File: src/rtl/core/stf_pkg.sv
`default_nettype none

package stf_pkg;

  localparam int LINE_WIDTH    = 320;
  localparam int SCREEN_HEIGHT = 240;
  localparam int COL_W         = $clog2(LINE_WIDTH);

  localparam int IN_DATA_W  = 112;
  localparam int IN_USER_W  = 2;
  localparam int OUT_DATA_W = 32;

  localparam int COORD_W = 12;
  localparam int DIFF_W  = 14;
  localparam int PROD_W  = 2 * DIFF_W;
  localparam int EDGE_W  = 26;
  localparam int CNT_W   = 9;
  localparam int PIX_W   = 16;

  localparam logic [2:0] MUL_STEPS = 3'd6;

  typedef enum logic [1:0] {
    KIND_CLEAR = 2'd0,
    KIND_DRAW  = 2'd1,
    KIND_READ  = 2'd2
  } stf_kind_e;

  typedef enum logic [2:0] {
    ST_IDLE,
    ST_BOX,
    ST_CLEAR,
    ST_SETUP,
    ST_WALK,
    ST_DONE
  } stf_state_e;

  typedef struct packed {
    logic       load;
    logic       box;
    logic       clear;
    logic       mul_en;
    logic [2:0] mul_sel;
    logic       walk;
    logic       res_load;
  } stf_cmd_t;

  typedef struct packed {
    logic [1:0] kind;
    logic       draw_ok;
    logic       last;
    logic       out_free;
  } stf_sts_t;

endpackage

`default_nettype wire

File: src/rtl/core/stf_ctrl.sv
`default_nettype none

module stf_ctrl (
  input  logic             clk_i,
  input  logic             rst_ni,
  input  logic             s_tvalid_i,
  output logic             s_tready_o,
  input  stf_pkg::stf_sts_t sts_i,
  output stf_pkg::stf_cmd_t cmd_o
);
  import stf_pkg::*;

  stf_state_e state_q, state_d;
  logic [2:0] step_q, step_d;

  always_ff @(posedge clk_i or negedge rst_ni) begin
    if (!rst_ni) begin
      state_q <= ST_IDLE;
      step_q  <= '0;
    end else begin
      state_q <= state_d;
      step_q  <= step_d;
    end
  end

  always_comb begin
    state_d = state_q;
    step_d  = '0;
    unique case (state_q)
      ST_IDLE: begin
        if (s_tvalid_i) state_d = ST_BOX;
      end
      ST_BOX: begin
        unique case (sts_i.kind)
          KIND_CLEAR: state_d = ST_CLEAR;
          KIND_DRAW:  state_d = sts_i.draw_ok ? ST_SETUP : ST_DONE;
          default:    state_d = ST_DONE;
        endcase
      end
      ST_CLEAR: begin
        if (sts_i.last) state_d = ST_DONE;
      end
      ST_SETUP: begin
        step_d = step_q + 3'd1;
        if (step_q == MUL_STEPS) begin
          state_d = ST_WALK;
          step_d  = '0;
        end
      end
      ST_WALK: begin
        if (sts_i.last) state_d = ST_DONE;
      end
      ST_DONE: begin
        if (sts_i.out_free) state_d = ST_IDLE;
      end
      default: state_d = ST_IDLE;
    endcase
  end

  always_comb begin
    cmd_o          = '0;
    s_tready_o     = 1'b0;
    cmd_o.mul_sel  = step_q;
    unique case (state_q)
      ST_IDLE: begin
        s_tready_o = 1'b1;
        cmd_o.load = s_tvalid_i;
      end
      ST_BOX:   cmd_o.box = 1'b1;
      ST_CLEAR: cmd_o.clear = 1'b1;
      ST_SETUP: cmd_o.mul_en = (step_q < MUL_STEPS);
      ST_WALK:  cmd_o.walk = 1'b1;
      ST_DONE:  cmd_o.res_load = sts_i.out_free;
      default:  cmd_o = '0;
    endcase
  end

endmodule

`default_nettype wire

File: config.mk
export PLATFORM = sky130hd
export DESIGN_NAME = stf_ctrl
export DESIGN_NICKNAME = d
export VERILOG_FILES = /design/src/rtl/core/stf_pkg.sv /design/src/rtl/core/stf_ctrl.sv
export SDC_FILE = /design/constraint.sdc
export NUM_CORES = 1
export LEC_CHECK = 0
export BUFFER_PORTS_ARGS = -buffer_cell sky130_fd_sc_hd__buf_4
export CORE_AREA = 2 2 39 41
export DETAILED_ROUTE_END_ITERATION = 12
export DIE_AREA = 0 0 41 43
export PLACE_DENSITY_LB_ADDON = 0.15
export RECOVER_POWER = 25
export SETUP_SLACK_MARGIN = 0.1
export SYNTH_ARGS = -nofsm -noshare
export SYNTH_HDL_FRONTEND = slang
export SYNTH_SLANG_ARGS = --single-unit
File: constraint.sdc
create_clock -name clk_i -period 1.65 [get_ports clk_i]
set_input_delay 0.2475 -clock clk_i [delete_from_list [all_inputs] [get_ports clk_i]]
set_output_delay 0.2475 -clock clk_i [all_outputs]
set_load 0.01 [all_outputs]
## Yosys cells after proc, flatten, opt, wreduce, memory -nomap -nowiden

Index checks and enable logic that the tools add are counted.

- Add/sub/neg operators: 1
- $lt $le $gt $ge: 1
- Eq/ne operators: 11
- Muxes and demuxes: 17
- Reductions and logical operators: 5

Operator list:

| operator | count |
|---|---|
| $mux W3 | 8 |
| $pmux W3 S5 | 1 |
| $eq A3 B3 Y1 const B | 3 |
| $mux W1 | 7 |
| $eq A3 B2 Y1 const B | 2 |
| $ne A2 B2 Y1 const B | 3 |
| $pmux W3 S2 | 1 |
| $reduce_or A6 Y1 | 1 |
| $reduce_and A4 Y1 | 1 |
| $add A3 B1 Y3 const B | 1 |
| $eq A3 B1 Y1 const B | 1 |
| $logic_not A3 Y1 | 1 |
| $lt A3 B3 Y1 const B | 1 |
| $eq A2 B1 Y1 const B | 1 |
| $logic_not A2 Y1 | 1 |
| $ne A2 B1 Y1 const B | 1 |
| $reduce_or A2 Y1 | 1 |

- Register bits: 6
- Output and inout bits: 10

## Depth between registers and ports, before layout

- Depth after elaboration: 4
- Mapped depth: 5
- Depth with buffers taken out: 4

## Least setup slack after synthesis

Ideal clock, no wire load.

- Kind: reg-to-output
- Start: register state_q[0]
- End: output cmd_o[8] in the netlist's numbering
- Arrival time: 1097 ps
- Required time: 1402 ps
- Slack: 306 ps
- Stages on the path, launching flop included: 4
- Path through: dfrtp_1 > buf_2 > nor3_1 > and2_1

RTL lines:

| item | RTL line | source |
|---|---|---|
| start, declared | stf_ctrl.sv:13 | `stf_state_e state_q, state_d;` |
| start signal, assigned | stf_ctrl.sv:21 | `state_q <= state_d;` |
| end, declared | stf_ctrl.sv:9 | `output stf_pkg::stf_cmd_t cmd_o` |

==> impl_metrics.json <==
{
  "status": "complete, no violations",
  "routedWlPerCell_um": 10.5,
  "slew_headroom_pct": 77.3,
  "skew_ps": 1.71,
  "cts_tree": "done",
  "synth_top_area_share_pct": 36.5,
  "internal_power_uw": 620,
  "via_per_inst": 4.59,
  "ys_types": 24,
  "cp-start-kind": "flip-flop",
  "dp_slack_ps": 271,
  "power_switching_uw": 389,
  "period_share_pct": 90.9,
  "timing.final.ws_setup_ps": 149,
  "power_frac_seq_pct": 24.0,
  "yosysWarningCount": 0,
  "hold_class": "in -> reg",
  "core_mm2": 0.00138,
  "grt_pass1_vias": 345,
  "max_freq_mhz": 666,
  "critPathArrivalTime_ps": 1250,
  "worst_ep_required_time_ps": 1400,
  "path_max_fanout": 5,
  "cts_buffer_depth": 2,
  "start_util_pct": 29.7,
  "die_y_um": 43,
  "yosysSeqAreaShare_pct": 36.5,
  "hold_viol_final": 0,
  "io_buffers": 17,
  "grt_overflow": 0,
  "clockPowerShare_pct": 13.0,
  "place_hpwl_um": 697,
  "slew_violations": 0,
  "io_pins": 18,
  "grt_use_total_pct": 13.2,
  "fin_util_pct": 45.8,
  "setup.worst_path.end_class": "output pin",
  "numCtsBuffers": 3,
  "yosys.area_share.adder_pct": 0,
  "die_w_um": 41,
  "ys_top_cells_by_area": "dfrtp_1 36%, and2_1 7.6%, nor2_1 5.5%, xnor2_1 4.3%, nor3_1 3.6%",
  "avgSynthCellArea_um2": 8.58,
  "drt_iter0_markers": 4,
  "rsz0062_at_grt": "yes",
  "wirelength_um": 927,
  "peakVddDrop_v": 0.000570,
  "path_class": "reg -> out",
  "final_nets": 82,
  "synth_largest_area_cell": "dfrtp_1",
  "crit_slowest_cell": "dfrtp_1",
  "path_cells": "buf_6 > and2b_4 > and3_1 > buf_4",
  "synthMuxAreaShare_pct": 0,
  "stdcell_count": 88,
  "antenna_found_initial": 0,
  "synth-compound-area-share_pct": 18.5,
  "swShare_pct": 38.6,
  "yosys_register_bits": 6,
  "drtAntennaViolNets": 0,
  "synth_simple_gate_area_share_pct": 31.9,
  "setup_tns_ps": 0,
  "syn_nets": 56,
  "h-tree-depth": 1,
  "diodes": 0,
  "placed_cells": 81,
  "synth_top_family_by_area": "simple AND/OR/NAND/NOR gates",
  "synthCells": 48,
  "combinationalPowerShare_pct": 63.0,
  "die-area_mm2": 0.00176,
  "max-cap-violations": 0,
  "insertion_delay_ps": 240,
  "cpPeakStageDelay_ps": 380,
  "clock_sinks": 6,
  "area_growth_syn_to_layout_pct": 53.8,
  "setup_viol": 0,
  "remaining_drc_errors": 0,
  "drive_gt1_share_pct": 47.2,
  "synthXorXnorAreaFrac_pct": 4.26,
  "total_power_uw": 1010,
  "worstMarginPinSlew_ps": 340,
  "vias": 404,
  "min_period_ps": 1500,
  "syn-cell-area_um2": 412,
  "grt_pass1_wl_um": 1520,
  "globalplace.congestion": 0.740,
  "leakage_uw": 0.000308,
  "placementRows": 14,
  "clock_tree.root_cell": "clkbuf_4",
  "power_per_cell_area_mw_per_mm2": 1590,
  "grt_max_degree": 11,
  "dr.pass1.iters": 2,
  "cts.clk_slew.worst_paths_ps": 40
}
[synth_stat cells, drive strengths merged]
cell type and number:
a211oi 1, inv 4, nor2 6, nor3 3
nand3b 1, buf 3, o21ai 1, o31ai 3
a31o 1, o211ai 1, and2b 1, and3 1
xnor2 2, dfrtp 6, or4 1, nor3b 1
a32o 1, and3b 1, and2 5, a21oi 2
nand2 3
[flip-flops by register name, summed over array words and instances (netlist names)]
register  count
step_q        3
state_q       3
[per-stage QoR]
step           cell area (um2)  hold slack [ps]
2_1_floorplan              412            -48.1
3_5_place_dp               561             58.5
4_1_cts                    607              344
5_1_grt                    633              344
3_3_place_gp               561             59.1
6_report                   633              349
[path summary, 6_finish.rpt]
kind / end / startpoint / slack (ps) / cells past startpoint
max: cmd_o[0] / state_q[1]$_DFFE_PN0P_ / 150 / 4
max in group asynchronous: state_q[2]$_DFFE_PN0P_ / rst_ni / 960 / 2
max reg2reg: state_q[2]$_DFFE_PN0P_ / state_q[1]$_DFFE_PN0P_ / 170 / 5
min: state_q[0]$_DFFE_PN0P_ / sts_i[0] / 350 / 3
min reg2reg: step_q[0]$_DFF_PN0_ / step_q[0]$_DFF_PN0_ / 520 / 1
min in group asynchronous: state_q[1]$_DFFE_PN0P_ / rst_ni / 420 / 2
[what timing repair did]
action / CTS / global route
hold endpoints to repair: 6 / 0
endpoints found under the setup margin: 4 / 5
hold buffers: 1 / 0
gates resized for setup: 2 / 4
cloned: 0 / 0
buffers inserted: 1 / 2
[cells in the final DEF (no fill, tap or decap), types with 2 or more instances in the layout]
master / Yosys / routed
a21oi_1: 2 / 2
and2_1: 5 / 5
buf_4: 0 / 20
buf_6: 1 / 2
clkbuf_4: 0 / 3
dfrtp_1: 6 / 5
inv_1: 2 / 2
inv_2: 2 / 2
nand2_1: 3 / 2
nor2_1: 6 / 6
nor3_2: 0 / 2
o31ai_1: 2 / 2
xnor2_1: 2 / 2
[kinds of logic (layout without fill, tap and decap cells)]
| kind of cell | Yosys count | in the layout |
|---|---|---|
| compound gates | 10 | 10 |
| xor+xnor | 2 | 2 |
| buf+inv | 7 | 31 |
| flops | 6 | 6 |
| simple gates | 23 | 23 |
[metal layers]
metal | up-vias | wire [um] | track usage [%]
met2 | 6 | 436 | 14.4
met1 | 182 | 464 | 19.8
met3 | 0 | 26 | 4.71
li1 | 216 | - | -
met4 | 0 | 0 | 10.0
met5 | - | 0 | 0
[area by class of cell]
class / count / area, um2
Fill cell: 138 / 751
Multi-Input combinational cell: 35 / 238
Timing Repair Buffer: 24 / 186
Sequential cell: 6 / 151
Clock buffer: 3 / 22.5
Tap cell: 16 / 20.0
Inverter: 4 / 15.0
[worst max-delay path: cells and delay by family (launching register included)]
kind	cells	cell delay [ps]
flops	1	380
simple gates	2	390
buf+inv	2	240
[power by group through the flow]
stage | combinational (uW) | clock, uW | sequential, uW
CTS | 587 | 138 | 237
global route | 699 | 158 | 250
global placement | 565 | 0 | 237
finish | 635 | 131 | 242
floorplan | 393 | 0 | 219
detailed placement | 558 | 0 | 238
(Power assumes the default switching activity.)
